## config.mk

```make
export PLATFORM = sky130hd
export DESIGN_NAME = link_quality_alert_monitor_core
export DESIGN_NICKNAME = d
export VERILOG_FILES = /design/src/sv/lqam_pkg.sv /design/src/sv/lqam_regs.sv /design/src/sv/lqam_eval.sv /design/src/sv/lqam_div.sv /design/src/sv/lqam_emit.sv /design/src/sv/link_quality_alert_monitor_core.sv
export VERILOG_INCLUDE_DIRS = /design/src /design/src/sv
export SDC_FILE = /design/constraint.sdc
export NUM_CORES = 2
export LEC_CHECK = 0
export BUFFER_PORTS_ARGS = -buffer_cell sky130_fd_sc_hd__buf_4
export CAP_MARGIN = 20
export CORE_MARGIN = 1.5
export CORE_UTILIZATION = 55
export CTS_CLUSTER_DIAMETER = 100
export CTS_CLUSTER_SIZE = 24
export DETAILED_ROUTE_END_ITERATION = 8
export HOLD_SLACK_MARGIN = 0.12
export MAX_ROUTING_LAYER = met4
export PLACE_DENSITY = 0.78
export SETUP_SLACK_MARGIN = 0.5
export SYNTH_ARGS = -nofsm -noshare
export SYNTH_HDL_FRONTEND = slang
export SYNTH_HIERARCHICAL = 1
export SYNTH_SLANG_ARGS = --single-unit
```

## constraint.sdc

```tcl
create_clock -name clk -period 15.34 [get_ports clk]
set_input_delay 0.767 -clock clk [delete_from_list [all_inputs] [get_ports clk]]
set_output_delay 0.767 -clock clk [all_outputs]
set_load 0.05 [all_outputs]
```

## src/sv/assert_macros.svh

```systemverilog
// ----------------------------------------------------------------------------
// Assertion macros
// Shared concurrent assertion wrappers. They compile to nothing for synthesis.
// ----------------------------------------------------------------------------
`ifndef ASSERT_MACROS_SVH
`define ASSERT_MACROS_SVH

`ifndef SYNTHESIS
// Checked on every rising edge of clk, switched off while rst_n is low.
`define LQAM_ASSERT(lbl, prop, msg) \
  lbl: assert property (@(posedge clk) disable iff (!rst_n) (prop)) else $error(msg);
// Checked on every rising edge of clk, reset included.
`define LQAM_ASSERT_ALWAYS(lbl, prop, msg) \
  lbl: assert property (@(posedge clk) (prop)) else $error(msg);
`else
`define LQAM_ASSERT(lbl, prop, msg)
`define LQAM_ASSERT_ALWAYS(lbl, prop, msg)
`endif

`endif

```

## src/sv/lqam_pkg.sv

```systemverilog
// ----------------------------------------------------------------------------
// Link quality alert monitor package
// Shared types and constants of the monitor core.
// ----------------------------------------------------------------------------
`default_nettype none

package lqam_pkg;

  localparam int unsigned CFG_ADDR_W = 5;
  localparam int unsigned CFG_DATA_W = 64;

  localparam logic signed [7:0] GOOD_THR_RST  = -8'sd60;
  localparam logic signed [7:0] WEAK_THR_RST  = -8'sd75;
  localparam logic [47:0]       ALERT_IVL_RST = 48'd10000000;
  localparam logic [7:0]        OUTAGE_CNT_RST = 8'd3;

  // Whole seconds: drop six bits (division by 64), then multiply by the
  // rounded-up reciprocal of 15625 scaled by 2^56. Exact for 42-bit inputs.
  localparam int unsigned DIVIDEND_W = 42;
  localparam int unsigned SECS_W     = 29;
  localparam int unsigned RECIP_LO_W = 22;
  localparam int unsigned SEC_SHIFT  = 56;
  localparam logic [42:0] SEC_RECIP    = 43'd4611686018428;
  localparam logic [21:0] SEC_RECIP_LO = SEC_RECIP[21:0];
  localparam logic [20:0] SEC_RECIP_HI = SEC_RECIP[42:22];

  typedef enum logic [2:0] {
    EV_DISCONNECTED      = 3'd0,
    EV_RECONNECTED       = 3'd1,
    EV_ROAM              = 3'd2,
    EV_WEAK              = 3'd3,
    EV_OUTAGE_START      = 3'd4,
    EV_RECOVERED         = 3'd5,
    EV_RECOVERED_OUTAGE  = 3'd6
  } ev_kind_t;

  typedef struct packed {
    logic signed [7:0] good_thr;
    logic signed [7:0] weak_thr;
    logic [47:0]       alert_ivl;
    logic [7:0]        outage_cnt;
  } cfg_t;

  typedef struct packed {
    logic              connected;
    logic signed [7:0] rssi;
    logic [47:0]       ap_id;
    logic [47:0]       timestamp_us;
  } sample_t;

  // Everything one sample gives, up to three events in order.
  typedef struct packed {
    logic [1:0]              cnt;
    ev_kind_t [2:0]          kind;
    logic signed [7:0]       rssi;
    logic [7:0]              count;
    logic [47:0]             old_id;
    logic [47:0]             new_id;
    logic [DIVIDEND_W-1:0]   dividend;
    logic [SECS_W-1:0]       secs;
  } evset_t;

  typedef struct packed {
    ev_kind_t          event_kind;
    logic signed [7:0] event_rssi;
    logic [7:0]        alert_count;
    logic [SECS_W-1:0] outage_secs;
    logic [47:0]       old_ap_id;
    logic [47:0]       new_ap_id;
    logic              last;
  } event_t;

endpackage

`default_nettype wire

```

## src/sv/lqam_regs.sv

```systemverilog
// ----------------------------------------------------------------------------
// Link quality alert monitor registers
// APB register file holding thresholds, alert interval and outage count.
// ----------------------------------------------------------------------------
`default_nettype none

module lqam_regs import lqam_pkg::*; (
  input  logic                  clk,
  input  logic                  rst_n,
  input  logic                  psel,
  input  logic                  penable,
  input  logic                  pwrite,
  input  logic [CFG_ADDR_W-1:0] paddr,
  input  logic [CFG_DATA_W-1:0] pwdata,
  output logic [CFG_DATA_W-1:0] prdata,
  output logic                  pready,
  output cfg_t                  cfg
);

  typedef enum logic [1:0] {
    REG_GOOD_THR   = 2'd0,
    REG_WEAK_THR   = 2'd1,
    REG_ALERT_IVL  = 2'd2,
    REG_OUTAGE_CNT = 2'd3
  } reg_idx_t;

  cfg_t     cfg_r;
  reg_idx_t idx;
  logic     wr_en;

  assign idx    = reg_idx_t'(paddr[4:3]);
  assign pready = 1'b1;
  assign wr_en  = psel && penable && pwrite;
  assign cfg    = cfg_r;

  always_ff @(posedge clk) begin
    if (!rst_n) begin
      cfg_r.good_thr   <= GOOD_THR_RST;
      cfg_r.weak_thr   <= WEAK_THR_RST;
      cfg_r.alert_ivl  <= ALERT_IVL_RST;
      cfg_r.outage_cnt <= OUTAGE_CNT_RST;
    end else if (wr_en) begin
      unique case (idx)
        REG_GOOD_THR:   cfg_r.good_thr   <= pwdata[7:0];
        REG_WEAK_THR:   cfg_r.weak_thr   <= pwdata[7:0];
        REG_ALERT_IVL:  cfg_r.alert_ivl  <= pwdata[47:0];
        REG_OUTAGE_CNT: cfg_r.outage_cnt <= pwdata[7:0];
        default: ;
      endcase
    end
  end

  always_comb begin
    unique case (idx)
      REG_GOOD_THR:   prdata = {56'd0, cfg_r.good_thr};
      REG_WEAK_THR:   prdata = {56'd0, cfg_r.weak_thr};
      REG_ALERT_IVL:  prdata = {16'd0, cfg_r.alert_ivl};
      REG_OUTAGE_CNT: prdata = {56'd0, cfg_r.outage_cnt};
      default:        prdata = '0;
    endcase
  end

endmodule

`default_nettype wire

```

## src/sv/lqam_eval.sv

```systemverilog
// ----------------------------------------------------------------------------
// Link quality alert monitor evaluation stage
// Input register, link/roam/quality state and the registered event set.
// ----------------------------------------------------------------------------
`default_nettype none
`include "assert_macros.svh"

module lqam_eval import lqam_pkg::*; (
  input  logic    clk,
  input  logic    rst_n,
  input  cfg_t    cfg,
  input  logic    smp_valid,
  output logic    smp_ready,
  input  sample_t smp,
  output logic    ev_valid,
  input  logic    ev_ready,
  output evset_t  ev
);

  typedef enum logic [1:0] {
    Q_GOOD   = 2'd0,
    Q_WEAK   = 2'd1,
    Q_OUTAGE = 2'd2
  } quality_t;

  sample_t     s0_r;
  logic        s0_v_r;
  quality_t    q_r, q_nxt;
  logic [7:0]  weak_r, weak_nxt;
  logic [47:0] last_alert_r, last_alert_nxt;
  logic [47:0] out_start_r, out_start_nxt;
  logic        was_conn_r, was_conn_nxt;
  logic [47:0] prev_ap_r, prev_ap_nxt;
  logic        prev_known_r, prev_known_nxt;
  evset_t      ev_r, ev_nxt;
  logic        ev_v_r;

  logic              adv;
  logic signed [7:0] rssi_s, good_s, weak_s;
  logic [47:0]       alert_gap, out_gap;
  logic [7:0]        weak_inc;
  logic              e_link, e_roam, e_qual;
  ev_kind_t          link_kind, qual_kind;
  logic [7:0]        qual_count;
  logic [1:0]        slot;

  assign adv       = s0_v_r && (!ev_v_r || ev_ready);
  assign smp_ready = !s0_v_r || adv;
  assign ev_valid  = ev_v_r;
  assign ev        = ev_r;

  assign rssi_s    = s0_r.rssi;
  assign good_s    = cfg.good_thr;
  assign weak_s    = cfg.weak_thr;
  assign alert_gap = s0_r.timestamp_us - last_alert_r;
  assign out_gap   = s0_r.timestamp_us - out_start_r;
  assign weak_inc  = (weak_r == 8'hFF) ? 8'hFF : weak_r + 8'd1;

  always_comb begin
    q_nxt          = q_r;
    weak_nxt       = weak_r;
    last_alert_nxt = last_alert_r;
    out_start_nxt  = out_start_r;
    was_conn_nxt   = was_conn_r;
    prev_ap_nxt    = prev_ap_r;
    prev_known_nxt = prev_known_r;
    e_link         = 1'b0;
    link_kind      = EV_DISCONNECTED;
    e_roam         = 1'b0;
    e_qual         = 1'b0;
    qual_kind      = EV_WEAK;
    qual_count     = 8'd0;
    if (!s0_r.connected) begin
      // Only the falling edge of the link is reported; quality is frozen.
      if (was_conn_r) begin
        e_link       = 1'b1;
        was_conn_nxt = 1'b0;
      end
    end else begin
      if (!was_conn_r) begin
        e_link       = 1'b1;
        link_kind    = EV_RECONNECTED;
        was_conn_nxt = 1'b1;
      end
      e_roam         = prev_known_r && (prev_ap_r != s0_r.ap_id);
      prev_ap_nxt    = s0_r.ap_id;
      prev_known_nxt = 1'b1;
      unique case (q_r)
        Q_GOOD: begin
          if (rssi_s < weak_s) begin
            q_nxt          = Q_WEAK;
            weak_nxt       = 8'd1;
            last_alert_nxt = s0_r.timestamp_us;
            e_qual         = 1'b1;
            qual_count     = 8'd1;
          end
        end
        Q_WEAK: begin
          if (rssi_s >= good_s) begin
            e_qual    = 1'b1;
            qual_kind = EV_RECOVERED;
            q_nxt     = Q_GOOD;
            weak_nxt  = 8'd0;
          end else if (alert_gap >= cfg.alert_ivl) begin
            weak_nxt       = weak_inc;
            last_alert_nxt = s0_r.timestamp_us;
            e_qual         = 1'b1;
            qual_count     = weak_inc;
            if (weak_inc >= cfg.outage_cnt) begin
              q_nxt         = Q_OUTAGE;
              out_start_nxt = s0_r.timestamp_us;
              qual_kind     = EV_OUTAGE_START;
            end
          end
        end
        Q_OUTAGE: begin
          if (rssi_s >= good_s) begin
            e_qual    = 1'b1;
            qual_kind = EV_RECOVERED_OUTAGE;
            q_nxt     = Q_GOOD;
            weak_nxt  = 8'd0;
          end
        end
        default: ;
      endcase
    end
  end

  // Pack the events in their fixed order: link edge, roam, quality.
  always_comb begin
    ev_nxt = '0;
    slot   = 2'd0;
    if (e_link) begin
      ev_nxt.kind[slot] = link_kind;
      slot = slot + 2'd1;
    end
    if (e_roam) begin
      ev_nxt.kind[slot] = EV_ROAM;
      slot = slot + 2'd1;
    end
    if (e_qual) begin
      ev_nxt.kind[slot] = qual_kind;
      slot = slot + 2'd1;
    end
    ev_nxt.cnt      = slot;
    ev_nxt.rssi     = s0_r.rssi;
    ev_nxt.count    = qual_count;
    ev_nxt.old_id   = prev_ap_r;
    ev_nxt.new_id   = s0_r.ap_id;
    ev_nxt.dividend = out_gap[47:6];
    ev_nxt.secs     = '0;
  end

  always_ff @(posedge clk) begin
    if (!rst_n) begin
      s0_v_r       <= 1'b0;
      ev_v_r       <= 1'b0;
      q_r          <= Q_GOOD;
      weak_r       <= 8'd0;
      last_alert_r <= 48'd0;
      out_start_r  <= 48'd0;
      was_conn_r   <= 1'b0;
      prev_ap_r    <= 48'd0;
      prev_known_r <= 1'b0;
    end else begin
      if (smp_valid && smp_ready) begin
        s0_v_r <= 1'b1;
      end else if (adv) begin
        s0_v_r <= 1'b0;
      end
      if (adv) begin
        ev_v_r       <= (ev_nxt.cnt != 2'd0);
        q_r          <= q_nxt;
        weak_r       <= weak_nxt;
        last_alert_r <= last_alert_nxt;
        out_start_r  <= out_start_nxt;
        was_conn_r   <= was_conn_nxt;
        prev_ap_r    <= prev_ap_nxt;
        prev_known_r <= prev_known_nxt;
      end else if (ev_ready) begin
        ev_v_r <= 1'b0;
      end
    end
  end

  always_ff @(posedge clk) begin
    if (smp_valid && smp_ready) begin
      s0_r <= smp;
    end
    if (adv) begin
      ev_r <= ev_nxt;
    end
  end

  `LQAM_ASSERT(a_good_clear, (q_r == Q_GOOD) |-> (weak_r == 8'd0), "alert count left in good state")
  `LQAM_ASSERT(a_weak_counted, (q_r == Q_WEAK) |-> (weak_r != 8'd0), "weak state without an alert")
  `LQAM_ASSERT(a_state_hold, !adv |=> ($stable(q_r) && $stable(weak_r)), "state moved without a sample")

endmodule

`default_nettype wire

```

## src/sv/lqam_div.sv

```systemverilog
// ----------------------------------------------------------------------------
// Link quality alert monitor seconds divider
// Three-stage reciprocal multiply turning outage microseconds into seconds.
// ----------------------------------------------------------------------------
`default_nettype none

module lqam_div import lqam_pkg::*; (
  input  logic   clk,
  input  logic   rst_n,
  input  logic   in_valid,
  output logic   in_ready,
  input  evset_t in_ev,
  output logic   out_valid,
  input  logic   out_ready,
  output evset_t out_ev
);

  localparam int unsigned PL_W   = DIVIDEND_W + RECIP_LO_W;
  localparam int unsigned PH_W   = DIVIDEND_W + $bits(SEC_RECIP_HI);
  localparam int unsigned PROD_W = PH_W + RECIP_LO_W;

  logic              a_v_r, b_v_r, c_v_r;
  evset_t            a_ev_r, b_ev_r, c_ev_r;
  evset_t            c_ev_nxt;
  logic [PL_W-1:0]   pl_a_r, pl_b_r;
  logic [PH_W-1:0]   ph_b_r;
  logic              a_rdy, b_rdy, c_rdy;
  logic [PROD_W-1:0] prod;

  assign c_rdy     = !c_v_r || out_ready;
  assign b_rdy     = !b_v_r || c_rdy;
  assign a_rdy     = !a_v_r || b_rdy;
  assign in_ready  = a_rdy;
  assign out_valid = c_v_r;
  assign out_ev    = c_ev_r;

  assign prod = {ph_b_r, {RECIP_LO_W{1'b0}}} + PROD_W'(pl_b_r);

  always_comb begin
    c_ev_nxt      = b_ev_r;
    c_ev_nxt.secs = prod[SEC_SHIFT +: SECS_W];
  end

  always_ff @(posedge clk) begin
    if (!rst_n) begin
      a_v_r <= 1'b0;
      b_v_r <= 1'b0;
      c_v_r <= 1'b0;
    end else begin
      if (a_rdy) a_v_r <= in_valid;
      if (b_rdy) b_v_r <= a_v_r;
      if (c_rdy) c_v_r <= b_v_r;
    end
  end

  always_ff @(posedge clk) begin
    if (a_rdy) begin
      a_ev_r <= in_ev;
      pl_a_r <= PL_W'(in_ev.dividend) * PL_W'(SEC_RECIP_LO);
    end
    if (b_rdy) begin
      b_ev_r <= a_ev_r;
      pl_b_r <= pl_a_r;
      ph_b_r <= PH_W'(a_ev_r.dividend) * PH_W'(SEC_RECIP_HI);
    end
    if (c_rdy) begin
      c_ev_r <= c_ev_nxt;
    end
  end

endmodule

`default_nettype wire

```

## src/sv/lqam_emit.sv

```systemverilog
// ----------------------------------------------------------------------------
// Link quality alert monitor event output
// Holds one sample's event set and hands its events out one word a cycle while out_ready is high.
// ----------------------------------------------------------------------------
`default_nettype none
`include "assert_macros.svh"

module lqam_emit import lqam_pkg::*; (
  input  logic   clk,
  input  logic   rst_n,
  input  logic   in_valid,
  output logic   in_ready,
  input  evset_t in_ev,
  output logic   out_valid,
  input  logic   out_ready,
  output event_t out_ev
);

  evset_t     h_r;
  logic       hv_r;
  logic [1:0] idx_r;
  ev_kind_t   cur;
  logic       is_last;

  assign cur       = h_r.kind[idx_r];
  assign is_last   = (idx_r == h_r.cnt - 2'd1);
  assign out_valid = hv_r;
  assign in_ready  = !hv_r || (out_ready && is_last);

  always_comb begin
    out_ev.event_kind  = cur;
    out_ev.event_rssi  = (cur == EV_DISCONNECTED) ? 8'sd0 : h_r.rssi;
    out_ev.alert_count = (cur == EV_WEAK || cur == EV_OUTAGE_START) ? h_r.count : 8'd0;
    out_ev.outage_secs = (cur == EV_RECOVERED_OUTAGE) ? h_r.secs : '0;
    out_ev.old_ap_id   = (cur == EV_ROAM) ? h_r.old_id : 48'd0;
    out_ev.new_ap_id   = (cur == EV_ROAM) ? h_r.new_id : 48'd0;
    out_ev.last        = is_last;
  end

  always_ff @(posedge clk) begin
    if (!rst_n) begin
      hv_r  <= 1'b0;
      idx_r <= 2'd0;
    end else if (in_valid && in_ready) begin
      hv_r  <= 1'b1;
      idx_r <= 2'd0;
    end else if (hv_r && out_ready) begin
      if (is_last) begin
        hv_r <= 1'b0;
      end else begin
        idx_r <= idx_r + 2'd1;
      end
    end
  end

  always_ff @(posedge clk) begin
    if (in_valid && in_ready) begin
      h_r <= in_ev;
    end
  end

  `LQAM_ASSERT(a_idx_range, hv_r |-> (idx_r < h_r.cnt), "event index past the event count")
  `LQAM_ASSERT(a_idx_hold, (hv_r && !out_ready) |=> (hv_r && $stable(idx_r)), "stalled event moved on")
  `LQAM_ASSERT(a_set_nonempty, hv_r |-> (h_r.cnt != 2'd0), "empty event set held")

endmodule

`default_nettype wire

```

## src/sv/link_quality_alert_monitor_core.sv

```systemverilog
// ----------------------------------------------------------------------------
// Link quality alert monitor core
// Path: the first event word of a sample passes the input and evaluation registers,
// the three divider stages and the output holding register.
// Throughput: one sample word per cycle while each gives at most one event and
// out_tready is high; a sample with n events holds the output, one event per cycle while out_tready is high.
// Reset: synchronous on rst_n low; state returns to good, registers to defaults.
// ----------------------------------------------------------------------------
`default_nettype none

module link_quality_alert_monitor_core import lqam_pkg::*; (
  input  logic                  clk,
  input  logic                  rst_n,
  input  logic                  in_tvalid,
  output logic                  in_tready,
  input  logic [103:0]          in_tdata,   // rssi[7:0], ap_id[55:8], timestamp_us[103:56]
  input  logic                  in_tuser,   // connected
  output logic                  out_tvalid,
  input  logic                  out_tready,
  // event_rssi[7:0], alert_count[15:8], outage_secs[44:16], old_ap_id[92:45],
  // new_ap_id[140:93], zero fill[143:141]
  output logic [143:0]          out_tdata,
  output logic [2:0]            out_tuser,  // event_kind
  output logic                  out_tlast,
  input  logic                  cfg_psel,
  input  logic                  cfg_penable,
  input  logic                  cfg_pwrite,
  input  logic [CFG_ADDR_W-1:0] cfg_paddr,
  input  logic [CFG_DATA_W-1:0] cfg_pwdata,
  output logic [CFG_DATA_W-1:0] cfg_prdata,
  output logic                  cfg_pready
);

  cfg_t    cfg;
  sample_t smp;
  logic    ev_valid, ev_ready, dv_valid, dv_ready;
  evset_t  ev, dv;
  event_t  oev;

  assign smp.connected    = in_tuser;
  assign smp.rssi         = in_tdata[7:0];
  assign smp.ap_id        = in_tdata[55:8];
  assign smp.timestamp_us = in_tdata[103:56];

  lqam_regs u_regs (
    .clk     (clk),
    .rst_n   (rst_n),
    .psel    (cfg_psel),
    .penable (cfg_penable),
    .pwrite  (cfg_pwrite),
    .paddr   (cfg_paddr),
    .pwdata  (cfg_pwdata),
    .prdata  (cfg_prdata),
    .pready  (cfg_pready),
    .cfg     (cfg)
  );

  lqam_eval u_eval (
    .clk       (clk),
    .rst_n     (rst_n),
    .cfg       (cfg),
    .smp_valid (in_tvalid),
    .smp_ready (in_tready),
    .smp       (smp),
    .ev_valid  (ev_valid),
    .ev_ready  (ev_ready),
    .ev        (ev)
  );

  lqam_div u_div (
    .clk       (clk),
    .rst_n     (rst_n),
    .in_valid  (ev_valid),
    .in_ready  (ev_ready),
    .in_ev     (ev),
    .out_valid (dv_valid),
    .out_ready (dv_ready),
    .out_ev    (dv)
  );

  lqam_emit u_emit (
    .clk       (clk),
    .rst_n     (rst_n),
    .in_valid  (dv_valid),
    .in_ready  (dv_ready),
    .in_ev     (dv),
    .out_valid (out_tvalid),
    .out_ready (out_tready),
    .out_ev    (oev)
  );

  assign out_tdata = {3'b000, oev.new_ap_id, oev.old_ap_id, oev.outage_secs,
                      oev.alert_count, oev.event_rssi};
  assign out_tuser = oev.event_kind;
  assign out_tlast = oev.last;

endmodule

`default_nettype wire

```

==> run metrics <==
Final Hold Viols 0; First DRT Iteration DRCs 2879; Critical Path Fanout Max 8; Setup Skew 0.0448 ns; Crit path largest cell delay 0.78 ns; largest net degree at the start of global routing 97; CP top delay family adder cells; worst path cell trace ha_1 > fa_1 > inv_1 > fa_1 > inv_1 > fa_1 > fa_1 > fa_1 > inv_1 > fa_1 > inv_1 > ha_1 > nand4_1 > or3_1 > nor3_2 > nor4_2 > o31ai_4 > a311oi_1 > a211oi_2 > a221oi_2 > xnor2_1; Worst-Skew Late Latency 0.71 ns; postcts setup bufs 0; Slew @ Worst Pin 1.12 ns; WL per Instance 18.6 um; Bufs on Longest Clock Path 3; YS warnings 6; clk sinks 1245; layout cells sized above 1 7.90%; Mapped Avg Cell Area 11.9 um^2; Final ANT Viol Nets 0; fillers 11655; Arr. time, crit path 8.17 ns; total grt overflow 0; setup tns final 0 ns; Hold WC Path Type input pin to register; Overall Global Routing Usage 23.6%; Post-CTS Hold Fix Bufs 0; status finished clean; port buffer count 356; area delta synth->final 7.60%; CP dominant cell by count fa_1; CP Class register to register; Nets 8876; Worst path slowest cell edfxtp_1; multi-input logic area 40700 um^2; Worst Hold Depth 1; final setup fails 0; # rows 141; Final Cycle Share 50.4%; area of the core 148000 um^2; routability congestion estimate 0.949; Residual DRC 0; initial antenna violation count 9; RSZ-0062 raised after global routing false; Mapped Cells 6858; Period minus WS final 7.74 ns; total die area 151000 um^2; CTS resizes 0; Setup crit start kind register; CP bufs+invs 4; # IOs 396; first-pass GRT wire length 274 mm; Post-Route WL 170 mm; H-tree depth 2; vias in the first global route 51443; R2R cell count 21; Critical Path RT 15.77 ns; CP Depth 21; CTS root buffer clkbuf_16; hpwl dp 134 mm; Die Span X 389 um; CTS clk-pin slew, worst paths 0.10 ns; slew margin rel. 25.5%; number of max-cap violations 0; total number of vias 49045; FF/Latch Area 35000 um^2; Post-Syn Area 81700 um^2; FMAX 129 MHz; effective utilization at floorplan 55.4%; TritonCTS clock tree built; Vias/cell 5.37; total CTS buffers 60; Slew Viols, Final 0; crit path capture type register; Die Ht 389 um; drt pass-1 iters 6
==> area by class of cell <==
cell class,count,share of cell area (%)
Antenna cell,9,0.0256
Clock buffer,102,1.91
Clock inverter,10,0.169
Inverter,1354,5.80
Multi-Input combinational cell,4103,46.3
Sequential cell,1245,39.8
Tap cell,1930,2.75
Timing Repair Buffer,378,3.23
==> stage by stage <==
stage / area (um^2) / hold slack [ns] / setup WS [ns] / std cells / util [%]
finish: 88000 / 0.225 / 7.60 / 9131 / 59.6
global route: 88000 / 0.186 / 7.28 / 9130 / 59.6
CTS: 87900 / 0.179 / 7.57 / 9122 / 59.5
detailed placement: 86100 / 0.405 / 7.66 / 9010 / 58.3
global placement: 86100 / 0.400 / 7.66 / 9010 / 58.3
floorplan: 81800 / 0.400 / 3.98 / 6875 / -
==> worst paths after layout <==
check	start	endpoint	slack, ns
max	u_div/a_ev_r[42]$_DFFE_PP_	u_div/ph_b_r[61]$_DFFE_PP_	7.60
min	in_tdata[76]	u_eval/s0_r[20]$_DFFE_PP_	0.22
max reg2reg	u_div/a_ev_r[42]$_DFFE_PP_	u_div/ph_b_r[61]$_DFFE_PP_	7.60
min reg2reg	u_div/pl_a_r[49]$_DFFE_PP_	u_div/pl_b_r[49]$_DFFE_PP_	0.41
==> sequential cells by signal, summed over array words and instances (netlist names), 8 cells and up <==
name,flops
u_emit/h_r,152
u_div/b_ev_r,124
u_div/a_ev_r,165
u_div/pl_a_r,42
u_div/pl_b_r,42
u_eval/ev,165
u_div/out_ev,152
u_div/ph_b_r,62
u_eval/prev_ap_r,48
u_eval/weak_r,8
u_eval/out_start_r,48
u_eval/ev_nxt,48
u_regs/cfg,72
u_eval/rssi_s,8
u_eval/s0_r,49
u_eval/last_alert_r,48
==> metal layers <==
layer	up-vias	global-route usage, %	part of all wire (%)
met4	0	4.88	2.1
met3	204	2.43	4.5
li1	23449	-	-
met5	-	-	0
met1	24260	30.5	43
met2	1132	40.4	51
==> worst reg2reg max path, stage by stage, from the launching register on <==
cell,delay (ns)
edfxtp_1,0.78
ha_1,0.41
fa_1,0.55
inv_1,0.06
fa_1,0.54
inv_1,0.05
fa_1,0.52
fa_1,0.45
fa_1,0.60
inv_1,0.07
fa_1,0.54
inv_1,0.05
ha_1,0.41
nand4_1,0.15
or3_1,0.34
nor3_2,0.26
nor4_2,0.13
o31ai_4,0.46
a311oi_1,0.18
a211oi_2,0.40
a221oi_2,0.11
xnor2_1,0.39
==> cell usage in the layout (no fill, tap or decap), types with 24 or more instances in the layout <==
cell / n
inv_1: 1347
edfxtp_1: 1009
ha_1: 829
fa_1: 724
nand2_1: 396
buf_4: 377
a21oi_1: 310
dfxtp_1: 236
nor2_1: 205
and2_1: 176
o21ai_0: 172
a21o_1: 155
xnor2_1: 128
xor2_1: 127
nand3_1: 121
mux2i_1: 119
nand4_1: 93
clkbuf_16: 60
nor2b_1: 45
nor3_1: 43
o21a_1: 41
clkbuf_1: 40
o21bai_1: 24
nand2b_1: 24
Power is not shown: default switching activity piles up to over one toggle a cycle in this logic, so the estimate is an artifact.
